### src/hdl/assert_macros.svh
// ----------------------------------------------------------------------------
// assert_macros.svh
// Assertion shorthands, clocked on clk and held off while rst_n is low.
// ----------------------------------------------------------------------------
`ifndef ASSERT_MACROS_SVH
`define ASSERT_MACROS_SVH

// Same-cycle implication: when ante holds, cons must hold (cons may be a sequence).
`define ASSERT_IMPL(label, ante, cons, msg) \
  label: assert property (@(posedge clk) disable iff (!rst_n) (ante) |-> (cons)) \
    else $error(msg);

// Next-cycle implication.
`define ASSERT_NEXT(label, ante, cons, msg) \
  label: assert property (@(posedge clk) disable iff (!rst_n) (ante) |=> (cons)) \
    else $error(msg);

`endif

### src/hdl/lcme_pkg.sv
// ----------------------------------------------------------------------------
// lcme_pkg
// Shared types and constants of the LED channel modify engine.
// ----------------------------------------------------------------------------
`default_nettype none

package lcme_pkg;

  localparam int DATA_W   = 32;
  localparam int CH_W     = 10;
  localparam int CFG_IDX_W = 2;
  localparam int CFG_DAT_W = 2;
  localparam int REG_COUNT = 4;

  // defaults of the top level parameters
  localparam int DEF_CHANNELS_PER_BANK = 144;
  localparam int DEF_BANK_COUNT        = 4;

  // element / data width codes
  localparam logic [1:0] WCODE_8    = 2'd0;
  localparam logic [1:0] WCODE_16   = 2'd1;
  localparam logic [1:0] WCODE_32   = 2'd2;
  localparam logic [1:0] WCODE_RSVD = 2'd3;

  typedef enum logic [2:0] {
    CMD_SET     = 3'd0,
    CMD_ADD     = 3'd1,
    CMD_SUB     = 3'd2,
    CMD_SHL     = 3'd3,
    CMD_SHR     = 3'd4,
    CMD_ADD_SAT = 3'd5,
    CMD_SUB_SAT = 3'd6
  } cmd_t;

  typedef enum logic [1:0] {
    ST_OK          = 2'd0,
    ST_BAD_CHANNEL = 2'd1,
    ST_TOO_WIDE    = 2'd2,
    ST_BAD_OP      = 2'd3
  } status_t;

  // operands of the modify stage
  typedef struct packed {
    cmd_t              cmd;
    logic [DATA_W-1:0] operand;
    logic [1:0]        data_width;
    logic [1:0]        bank_width;
    logic [DATA_W-1:0] stored;
    logic              ch_ok;
  } alu_in_t;

  // outcome of the modify stage
  typedef struct packed {
    logic [DATA_W-1:0] new_value;
    status_t           status;
    logic              wr_en;
  } alu_out_t;

endpackage

`default_nettype wire

### src/hdl/lcme_alu.sv
// ----------------------------------------------------------------------------
// lcme_alu
// Checks one item and applies its operation at the bank's element width.
// ----------------------------------------------------------------------------
`default_nettype none

module lcme_alu (
  input  wire lcme_pkg::alu_in_t  alu_in,
  output lcme_pkg::alu_out_t      alu_out
);
  import lcme_pkg::*;

  function automatic logic [DATA_W-1:0] width_mask(logic [1:0] code);
    logic [DATA_W-1:0] m;
    case (code)
      WCODE_8:  m = 32'h0000_00FF;
      WCODE_16: m = 32'h0000_FFFF;
      default:  m = 32'hFFFF_FFFF;
    endcase
    return m;
  endfunction

  function automatic logic [5:0] width_bits(logic [1:0] code);
    logic [5:0] b;
    case (code)
      WCODE_8:  b = 6'd8;
      WCODE_16: b = 6'd16;
      default:  b = 6'd32;
    endcase
    return b;
  endfunction

  logic [DATA_W-1:0] mask;
  logic [DATA_W-1:0] old;
  logic [DATA_W-1:0] d;
  logic              shift_big;
  logic [DATA_W:0]   sum;
  logic [DATA_W-1:0] diff;
  logic              too_wide;

  assign mask      = width_mask(alu_in.bank_width);
  assign old       = alu_in.stored & mask;
  assign d         = alu_in.operand & width_mask(alu_in.data_width);
  assign shift_big = d >= {26'd0, width_bits(alu_in.bank_width)};
  assign sum       = {1'b0, old} + {1'b0, d};
  assign diff      = old - d;
  assign too_wide  = (alu_in.data_width == WCODE_RSVD) || (alu_in.bank_width == WCODE_RSVD)
                     || (alu_in.data_width > alu_in.bank_width);

  // priority: bad channel, bad operation, width
  always_comb begin
    alu_out.new_value = old;
    alu_out.status    = ST_OK;
    alu_out.wr_en     = 1'b0;
    if (!alu_in.ch_ok) begin
      alu_out.new_value = '0;
      alu_out.status    = ST_BAD_CHANNEL;
    end else if (alu_in.cmd inside {CMD_SET, CMD_ADD, CMD_SUB, CMD_SHL, CMD_SHR,
                                    CMD_ADD_SAT, CMD_SUB_SAT}) begin
      if (too_wide) begin
        alu_out.status = ST_TOO_WIDE;
      end else begin
        alu_out.wr_en = 1'b1;
        case (alu_in.cmd)
          CMD_SET:     alu_out.new_value = d;
          CMD_ADD:     alu_out.new_value = sum[DATA_W-1:0] & mask;
          CMD_SUB:     alu_out.new_value = diff & mask;
          CMD_SHL:     alu_out.new_value = shift_big ? '0 : ((old << d[4:0]) & mask);
          CMD_SHR:     alu_out.new_value = shift_big ? '0 : (old >> d[4:0]);
          CMD_ADD_SAT: alu_out.new_value = (sum > {1'b0, mask}) ? mask : sum[DATA_W-1:0];
          default:     alu_out.new_value = (d > old) ? '0 : diff;
        endcase
      end
    end else begin
      alu_out.status = ST_BAD_OP;
    end
  end

endmodule

`default_nettype wire

### config.mk
export PLATFORM = sky130hd
export DESIGN_NAME = lcme_alu
export DESIGN_NICKNAME = d
export VERILOG_FILES = /design/src/hdl/assert_macros.svh /design/src/hdl/lcme_pkg.sv /design/src/hdl/lcme_alu.sv
export SDC_FILE = /design/constraint.sdc
export NUM_CORES = 1
export LEC_CHECK = 0
export BUFFER_PORTS_ARGS = -buffer_cell sky130_fd_sc_hd__buf_2
export CORE_MARGIN = 2
export CORE_UTILIZATION = 30
export DETAILED_ROUTE_END_ITERATION = 8
export PLACE_DENSITY = 0.55
export SYNTH_ARGS = -nofsm -noshare
export SYNTH_HDL_FRONTEND = slang
export SYNTH_SLANG_ARGS = --single-unit
### constraint.sdc
create_clock -name vclk -period 9.4
set_input_delay 1.88 -clock vclk [all_inputs]
set_output_delay 1.88 -clock vclk [all_outputs]
set_load 0.1 [all_outputs]
Word-level counts from Yosys, hierarchy flattened --
Index checks and enable logic that the tools add are counted.
Word-level totals: register bits after elaboration 0, input bits 72, output and inout bits 35, word-level logic and storage cells 45
Operators by class: $add $sub $neg 2, $lt $le $gt $ge 4, equal/unequal tests 10, shift operators 2, muxes and demuxes 16, bitwise operators 5, reduce and logical (&&, ||, !) cells 6
Operators with widths (number):
- 32-bit 2-to-1 mux | 6
- 32-bit case mux with 6 select lines | 1
- 32-bit AND | 5
- 32-bit case mux with 2 select lines | 2
- 34-bit 2-to-1 mux | 1
- 32-bit by 32-bit adder with 33-bit output | 1
- 33-bit by 32-bit > comparator with 1-bit output | 1
- 32-bit by 6-bit greater-or-equal comparator with 1-bit output | 1
- 32-bit > comparator | 1
- 32-bit by 5-bit << shifter with 32-bit output | 1
- 32-bit by 5-bit >> shifter with 32-bit output | 1
- 32-bit subtractor | 1
- 6-bit case mux with 2 select lines | 1
- 3-bit == test, second input constant | 3
- 7-bit nonzero test | 1
- 3-bit by 2-bit == test with 1-bit output, second input constant | 2
- 2-bit by 1-bit == test with 1-bit output, second input constant | 2
- 2-bit == test, second input constant | 2
- 2-bit zero test | 2
- 2-bit 2-to-1 mux | 2
- 3-bit by 1-bit == test with 1-bit output, second input constant | 1
- 3-bit zero test | 1
- 1-bit 2-to-1 mux | 3
- 2-bit > comparator | 1
- 1-bit logical OR | 2

Depth between registers and ports, before layout --
Gate-level depths: netlist of run 1.
depth in word-level cells 10, mapped depth 29, depth with buffers taken out 24

Worst setup path after synthesis of run 1 --
Ideal clock, no wire load.
path kind input to output, start input port alu_in[38] (netlist name), end output port alu_out[17] (netlist name), data arrival time 9.609 ns, required time 7.520 ns, slack -2.089 ns, stages on the path 26, buffers on the path 5, cell sequence clkbuf_1 > inv_1 > clkbuf_1 > buf_1 > clkbuf_1 > fa_1 > o21bai_2 > a2111oi_4 > nor3_2 > a211oi_4 > o311ai_0 > a21boi_0 > o31a_1 > xnor2_1 > ha_1 > nand4_1 > nor2_1 > a221oi_1 > a21oi_1 > a2111oi_0 > a41o_1 > and2_1 > buf_6 > a31oi_1 > o21a_1 > a311oi_1
RTL lines:
- from (decl) | RTL line lcme_alu.sv:8 | input wire lcme_pkg::alu_in_t alu_in,
- to (decl) | RTL line lcme_alu.sv:9 | output lcme_pkg::alu_out_t alu_out

==> impl_results.md, run 1 <==
- Period utilization: 98.6%
- Commonest cells in the netlist: nand2_1, a21oi_1, nor2_1
- Starting Density: 30.2%
- Kind of critical path: in -> out
- Worst-path maximum fanout: 8
- RSZ-0062 raised after global routing: yes
- Yosys cell types: between 80 and 90
- Final std cells w/o fill: 2,103
- Synth area leader: ha_1
- Least-Margin Pin Slew: 1.28 ns
- # fillers: 3,629
- Die Wd: 187 um
- YS warnings: 0
- Count leader, synth: nand2_1
- Total gr overflow: 0
- Wire per inst: 25.4 um
- RD Place Congestion: 1.02
- WL final: 53,500 um
- Core area: 33,300 um^2
- Hold_ws: between 4 and 5 ns
- Post-layout minimum cycle time: 9.27 ns
- Hold Crit Class: in -> out
- Clock buf count: 0
- Relative slew margins: 13.8%
- Cells after DPL: 2,097
- Die ar.: 35,000 um^2
- IO buf count: roughly 110
- GR met1 Demand/Resource: 39.1%
- Top cells by area, synth: ha_1, nand2_1, a21oi_1
- Fmax: 108 MHz
- Met2 global-route usage: 46.5%
- HPWL after DPL: 43,800 um
- Die Ht: 187 um
- Via density per instance: 6.31
- Mapped Area: 10,100 um^2
- Remaining DRCs: 0
- Slew Limit Fails: 0
- Max-Cap Viols: 0
- DRT Pass-1 Iters: 6
- Mapped Nets: 1,717
- Vias in the first global route: between 10k and 15k
- CP required: between 7 and 8 ns
- Share of layout cells above drive strength 1: between 20% and 30%
- DR vias: 13.3k
- Startpoint type of the worst setup path: primary input
- GRT Util Overall: 29.1%
- Synthesized area per cell: about 6.5 um^2
- Final Net Count: 1,824
- Hold path startpoint: alu_in[32]
- GRT met3 Usage: 3.66%
- Reg area: 0 um^2
- GR peak layer: met2
- Crit path DAT: 7.39 ns
- Number of placement rows: 67
- Worst setup EP type: primary output
- Synthesis-to-finish area growth: 23.9%
- Cts hold-fix bufs: 0
- Status: completed
- Fin. Hold Viols: 0
- Sequential cells: 0
- First-pass GRT wire length: between 70,000 and 80,000 um
- Area share of the largest cell type after synthesis: 11.7%
- Antenna-violating nets left: 0
- Start point of the critical path: alu_in[34]
- Largest net degree at the start of global routing: 82
- Initial antenna violation count: 0
- I/O pin cnt: 107
- Register area share after synthesis: 0%
- Synth Instances: 1,549
- Final setup vio count: 0
- First-iteration detailed-routing DRC count: 1,740
## cell families (layout without fill, tap and decap cells)
| family | count (synthesis) | after routing | share of synthesized area, % |
|---|---|---|---|
| buffers and inverters | 200 | 305 | 7.90 |
| multiplexers | 90 | 90 | 11.8 |
| AND/OR/NAND/NOR | 535 | 535 | 24.7 |
| AO/OA/AOI/OAI | 567 | 567 | 38.2 |
| other | 0 | 1 | 0 |
| XOR/XNOR | 61 | 61 | 5.31 |
| adder cells (fa/ha/maj) | 96 | 96 | 12.1 |
## path summary, 6_finish.rpt
path / endpoint / cells past startpoint
worst max-delay path: alu_out[27] / 27
worst min-delay path: alu_out[34] / 4
## cell type report
type	instances	area [um^2]	area share, %
Tap cell	448	561	4.50
Inverter	82	313	2.51
Multi-Input combinational cell	1349	9810	78.7
Antenna cell	1	2.50	0.0201
Timing Repair Buffer	223	1770	14.2
## through the flow
step / worst slack [ns] / utilization, % / area [um^2] / setup TNS, ns
final: 0.127 / 37.4 / 12500 / 0
after global routing: -0.0948 / 37.4 / 12500 / -0.168
after CTS: 0.00480 / 36.7 / 12200 / 0
after detailed placement: -0.145 / 36.6 / 12200 / -0.286
after global placement: -0.0385 / 36.6 / 12200 / -0.0385
after floorplan: -0.0877 / - / 10400 / -0.143
## layout by cell type, fill, tap and decap left out, drive strengths merged, types with 29 or more instances in the layout
| cell | count |
|---|---|
| nand3 | 33 |
| a21o | 30 |
| and2 | 34 |
| o211ai | 34 |
| ha | 94 |
| o21ai | 118 |
| nand2 | 198 |
| nor2 | 127 |
| mux2i | 48 |
| nor3 | 38 |
| a21oi | 137 |
| buf | 223 |
| a211oi | 29 |
| xnor2 | 53 |
| inv | 77 |
## worst max-delay path, stage by stage
cell and delay, ns:
buf_2 0.16, or2_4 0.29, and2_4 0.18, ha_4 0.21, or3_4 0.38, or3_4 0.41
a2111oi_4 0.33, buf_4 0.17, o31ai_2 0.09, o311ai_2 0.14, a21boi_2 0.14, o221ai_2 0.19
xnor2_2 0.14, ha_1 0.35, nand3_2 0.10, nor3_2 0.20, nand2_2 0.11, a31oi_2 0.17
a2111oi_2 0.08, a41o_1 0.23, buf_4 0.15, a32o_2 0.30, buf_6 0.15, a221o_1 0.35
o22ai_2 0.10, a22oi_2 0.11, buf_12 0.26
## per-layer routing
layer	routed length [um]	vias up	part of all wire, %
met4	2790	0	5.2
met3	4810	113	9.0
met1	21900	6371	41
met2	24000	782	45
met5	0	-	0
li1	-	5996	-
## repair_timing
action,in CTS,in global routing
endpoints found under the hold margin,0,0
pin swaps,0,19
endpoints found under the setup margin,10,31
setup buffers,0,5
gates cloned,0,0
gates resized for setup,7,49
==> run 2, diff against run 1 <==
--- a/config.mk
+++ b/config.mk
@@ -5,6 +5,7 @@
 export SDC_FILE = /design/constraint.sdc
 export NUM_CORES = 1
 export LEC_CHECK = 0
+export ABC_AREA = 1
 export BUFFER_PORTS_ARGS = -buffer_cell sky130_fd_sc_hd__buf_2
 export CORE_MARGIN = 2
 export CORE_UTILIZATION = 30
==> run 2 against run 1 <==
  * Non-clock buffer count down 84
  * Via count up 15%
  * Wire length up 13%
  * Global-route usage up 1.4 points
  * Hold slack worse by 0.084 ns
  * Worst setup slack better by 0.29 ns
  * Synthesized cell count up 46%
  * Design area down 2.1%
  * Highest routed layer is now met5
==> impl_results.md, run 2 <==
- Status: completed
- IO buf count: 107
- DR vias: 15.2k
- First-iteration detailed-routing DRC count: 1,550
- Core area: 35,600 um^2
- Via density per instance: 5.53
- RD Place Congestion: 1.02
- Maximum vdd drop: 0.0313 mV
- WL final: approximately 60,000 um
- Kind of critical path: in -> out
- Synth Instances: 2,269
- Post-layout minimum cycle time: 8.98 ns
- Die Wd: approximately 190 um
- Count leader, synth: nand2_1
- Period utilization: 95.5%
- Vias in the first global route: 14.3k
- Hold EP: alu_out[1]
- Most common cell after layout, fill and taps aside: nand2_1
- Final std cells w/o fill: 2,754
- Die ar.: 37,700 um^2
- Buf+Inv Stages, Crit Path: 6
- Share of layout cells above drive strength 1: under 10%
- DRT Pass-1 Iters: 5
- Yosys cell types: 52
- Relative slew margins: 32.6%
- GRT Util Overall: between 30% and 40%
- Cts hold-fix bufs: 0
- First-pass GRT wire length: between 80,000 and 90,000 um
- Max-Cap Viols: 0
- Top cells by area, synth: nand2_1, ha_1, nand3_1
- Leakage power: 6.74 nW
- Tot Pwr: about 1.0 mW
- Total gr overflow: 0
- Register area share after synthesis: 0%
- Setup bufs post-CTS: 0
- Final setup vio count: 0
- Startpoint type of the worst setup path: primary input
- Place WS: 0.130 ns
- Antenna-violating nets left: 0
- HPWL after DPL: 50,300 um
- Most frequent CP cell: nand2_1
- Mapped Area: 10,800 um^2
- Wire per inst: 22.0 um
- Least-Margin Pin Slew: 1.00 ns
- Die Ht: 194 um
- Hold path startpoint: alu_in[0]
- # fillers: about 4.3k
- Clock buf count: 0
- P per Cell Area: 83.5 nW/um^2
- Synth area leader: nand2_1
- YS warnings: 0
- Hold Crit Class: in -> out
- Worst setup EP type: primary output
- Fin. Hold Viols: 0
- Mapped Nets: 2,437
- Crit-path max cell delay: 0.50 ns
- Cells after DPL: 2,754
- Commonest non-fill, non-tap cells in the layout: nand2_1, inv_1, nor2_1, nand3_1, o21ai_0
- Fmax: ~110 MHz
- Initial antenna violation count: 1
- Area share of the largest cell type after synthesis: between 20% and 30%
- # diodes: 0
- Reg area: 0 um^2
- Synthesized area per cell: 4.78 um^2
- Remaining DRCs: 0
- Commonest cells in the netlist: nand2_1, inv_1, nor2_1
- Final setup TNS: 0 ns
- Cell family with most CP delay: simple AND/OR/NAND/NOR gates
- PnR worst setup slack: about 0.42 ns
- Final Net Count: 2,463
- Starting Density: 30.5%
- Worst hold path depth: 3
- Worst-path maximum fanout: 29
- Largest net degree at the start of global routing: 73
- Slew Limit Fails: 0
- Crit path DAT: 7.10 ns
- Number of placement rows: 69
- RSZ-0062 raised after global routing: no
- Synthesis-to-finish area growth: 12.5%
- I/O pin cnt: 107
- Sequential cells: 0
- CP max stage cell: ha_1
- CP required: approximately 7.5 ns
==> run 2: cell types whose count changed after synthesis, moves of 22 or more <==
| cell | delta |
|---|---|
| buf_2 | +22 |
| a221oi_1 | -24 |
| nand2_1 | +626 |
| nand3_1 | +170 |
| inv_1 | +184 |
| a21o_1 | -23 |
| o21ai_0 | +59 |
| and2_1 | -28 |
| nor2_1 | +90 |
| mux2i_1 | -43 |
| xnor2_1 | -52 |
| a211oi_1 | -25 |
==> run 2: where the power goes <==
| group | switching (mW) | leakage [nW] | internal (mW) | total (mW) |
|---|---|---|---|---|
| combinational | 0.733 | 6.74 | 0.285 | 1.02 |
| clock | 0 | 0 | 0 | 0 |
| sequential | 0 | 0 | 0 | 0 |
| total | 0.733 | 6.74 | 0.285 | 1.02 |
==> run 2: layout make-up <==
cell class | count | area (um^2) | share of cell area, %
tap | 461 | 577 | 4.73
inverter | 286 | 1070 | 8.80
multi-input combinational | 1868 | 9310 | 76.3
timing repair buffer | 139 | 1240 | 10.2
==> run 2: worst max path at each step <==
stage,start,to,slack [ns],cells past startpoint
4_1_cts,alu_in[36],alu_out[22],0.11,31
6_report,alu_in[34],alu_out[22],0.42,29
5_1_grt,alu_in[36],alu_out[13],0.05,29
3_5_place_dp,alu_in[36],alu_out[22],0.13,31
2_1_floorplan,alu_in[34],alu_out[5],1.03,31
3_3_place_gp,alu_in[36],alu_out[22],0.13,31
==> run 2: what timing repair did <==
item | CTS | global route
hold endpoints to repair | 0 | 0
endpoints found under the setup margin | 0 | 29
gates resized for setup | 0 | 5
==> run 2: metal layers <==
layer	global-route usage [%]	wire length, um	vias to the layer above
met5	0	13	-
met1	42.1	26800	7190
met3	1.79	3830	97
met2	50.8	27500	625
met4	9.65	2330	2
li1	-	-	7327
==> run 2: kinds of logic (layout without fill, tap and decap cells) <==
logic type | Yosys count | in the layout | share of synthesized area (%)
and+or+nand+nor | 1323 | 1323 | 50.2
xor gates and xnor gates | 26 | 26 | 2.10
muxes | 5 | 5 | 0.461
buffers and inverters | 401 | 425 | 14.5
adders and majority gates | 96 | 96 | 11.2
AOI/OAI and AO/OA | 418 | 418 | 21.5
==> run 2: metrics by stage <==
step,hold slack [ns],utilization [%],instance area (um^2)
floorplan,4.20,-,10800
global placement,4.20,34.2,12200
detailed placement,4.20,34.2,12200
CTS,4.20,34.2,12200
global route,4.21,34.3,12200
finish,4.20,34.3,12200
No activity file was read; power rests on OpenSTA's default activity.
==> run 3, diff against run 2 <==
==> constraint.sdc (replaced) <==
create_clock -name vclk -period 9.4
set_input_delay 1.88 -clock vclk [all_inputs]
set_output_delay 1.88 -clock vclk [all_outputs]
set_load 0.02 [all_outputs]
==> run 3 against run 2 <==
  * Core utilization shrank 1.2 points
  * Via count grew 0.90%
  * Hold slack lost 0.12 ns
  * Combinational power shrank 12%
  * Design area shrank 3.4%
  * Critical path type unchanged
  * Total power shrank 12%
  * Critical endpoint is now alu_out[18]
  * Clock-buffer cell count is the same
==> impl_results.md, run 3 (synthesis gave the netlist of run 2 again) <==
- # fillers: 4,350
- M1 WL: 26,200 um
- Clock buf count: 0
- Worst setup EP type: primary output
- Switching share of power: 71.7%
- Share of layout cells above drive strength 1: between 8 and 9%
- Die Ht: just under 200 um
- Worst-path maximum fanout: 14
- Core area: 35,600 um^2
- Setup bufs post-CTS: 0
- Fin. Hold Viols: 0
- Area of the multi-input gates: just over 9000 um^2
- Crit-path max cell delay: 0.53 ns
- Via density per instance: 5.57
- Status: completed
- Combinational power share: 100.0%
- Placed Area: between 10,000 and 15,000 um^2
- Total gr overflow: 0
- Most frequent CP cell: nand2_1
- Commonest non-fill, non-tap cells in the layout: nand2_1, inv_1, nor2_1, nand3_1, o21ai_0
- Final setup TNS: 0 ns
- HPWL after DPL: ~51,000 um
- # diodes: 0
- RD Place Congestion: 1.02
- Final Net Count: 2,471
- Uppermost routed layer: met4
- Period utilization: between 90 and 100%
- Hold path startpoint: alu_in[0]
- Start point of the critical path: alu_in[34]
- Hold_ws: 4.08 ns
- Power Internal: 254 uW
- Crit path DAT: 7.00 ns
- Switching Power: 644 uW
- DRT Pass-1 Iters: 6
- Metal2 WL: between 20,000 and 30,000 um
- Reg area: 0 um^2
- GRT Util Overall: 30.8%
- Hold Crit Class: in -> out
- CP max stage cell: ha_1
- WL final: 61,000 um
- Maximum vdd drop: 0.0278 mV
- Clock share of power: 0%
- I/O pin cnt: 107
- Die Wd: 194 um
- Number of placement rows: 69
- Sequential cells: 0
- Post-layout minimum cycle time: between 8 and 9 ns
- WL met3: 4110 um
- RSZ-0062 raised after global routing: no
- CP required: 7.52 ns
- IO buf count: approximately 110
- First-pass GRT wire length: 89,200 um
- Least-Margin Pin Slew: 1.04 ns
- Antenna-violating nets left: 0
- Wire per inst: between 20 and 25 um
- Kind of critical path: in -> out
- Initial antenna violation count: 0
- P per Cell Area: 76.1 nW/um^2
- First-iteration detailed-routing DRC count: 1,780
- Final setup vio count: 0
- Remaining DRCs: 0
- Die ar.: 37,700 um^2
- Vias in the first global route: 14.6k
- DR vias: roughly 15k
- Fmax: 113 MHz
- Non-Filler Cell Area, Final: approximately 12,000 um^2
- Starting Density: 30.5%
- Most common cell after layout, fill and taps aside: nand2_1
- Synthesis-to-finish area growth: 8.64%
- Seq pwr share: 0%
- Slew Limit Fails: 0
- Max-Cap Viols: 0
- Relative slew margins: between 30% and 40%
- Startpoint type of the worst setup path: primary input
- Largest net degree at the start of global routing: 73
- Leakage power: between 6 and 7 nW
==> run 3: what timing repair did <==
| item | in CTS | in global routing |
|---|---|---|
| gates resized for setup | 0 | 3 |
| hold buffers | 0 | 0 |
| endpoints found under the hold margin | 0 | 0 |
| endpoints found under the setup margin | 0 | 30 |
==> run 3: worst max-delay path, delay by kind of cell <==
kind | cells | cell delay (ns)
AOI/OAI and AO/OA | 3 | 0.72
adders and majority gates | 2 | 0.83
buffers and inverters | 7 | 0.95
xor gates and xnor gates | 1 | 0.41
and+or+nand+nor | 17 | 2.16
==> run 3: layer usage <==
layer	global-route usage [%]	up-vias
met1	41.3	7225
li1	-	7344
met3	2.40	134
met5	0	-
met2	51.0	675
met4	12.6	0
==> run 3: power by group through the flow <==
stage	clock, mW	sequential (mW)	combinational (mW)
floorplan	0	0	0.560
global placement	0	0	0.872
detailed placement	0	0	0.868
CTS	0	0	0.873
global route	0	0	0.973
finish	0	0	0.897
==> run 3: final timing paths <==
path | endpoint | slack, ns | cells past startpoint
min | alu_out[1] | 4.08 | 3
max | alu_out[18] | 0.52 | 30
==> run 3: cell type report <==
type	count	area share [%]
inverters	286	9.11
repair buffers	147	7.11
multi-input cells	1868	78.9
well taps	461	4.89
==> run 3: stage by stage <==
step                      std cells  setup WS [ns]  power [mW]  util, %
after floorplan                2269           1.67       0.560        -
after global placement         2762          0.321       0.872     33.1
after detailed placement       2762          0.245       0.868     33.1
after CTS                      2762          0.236       0.873     33.1
after global routing           2762         0.0924       0.973     33.1
final                          2762          0.519       0.897     33.1
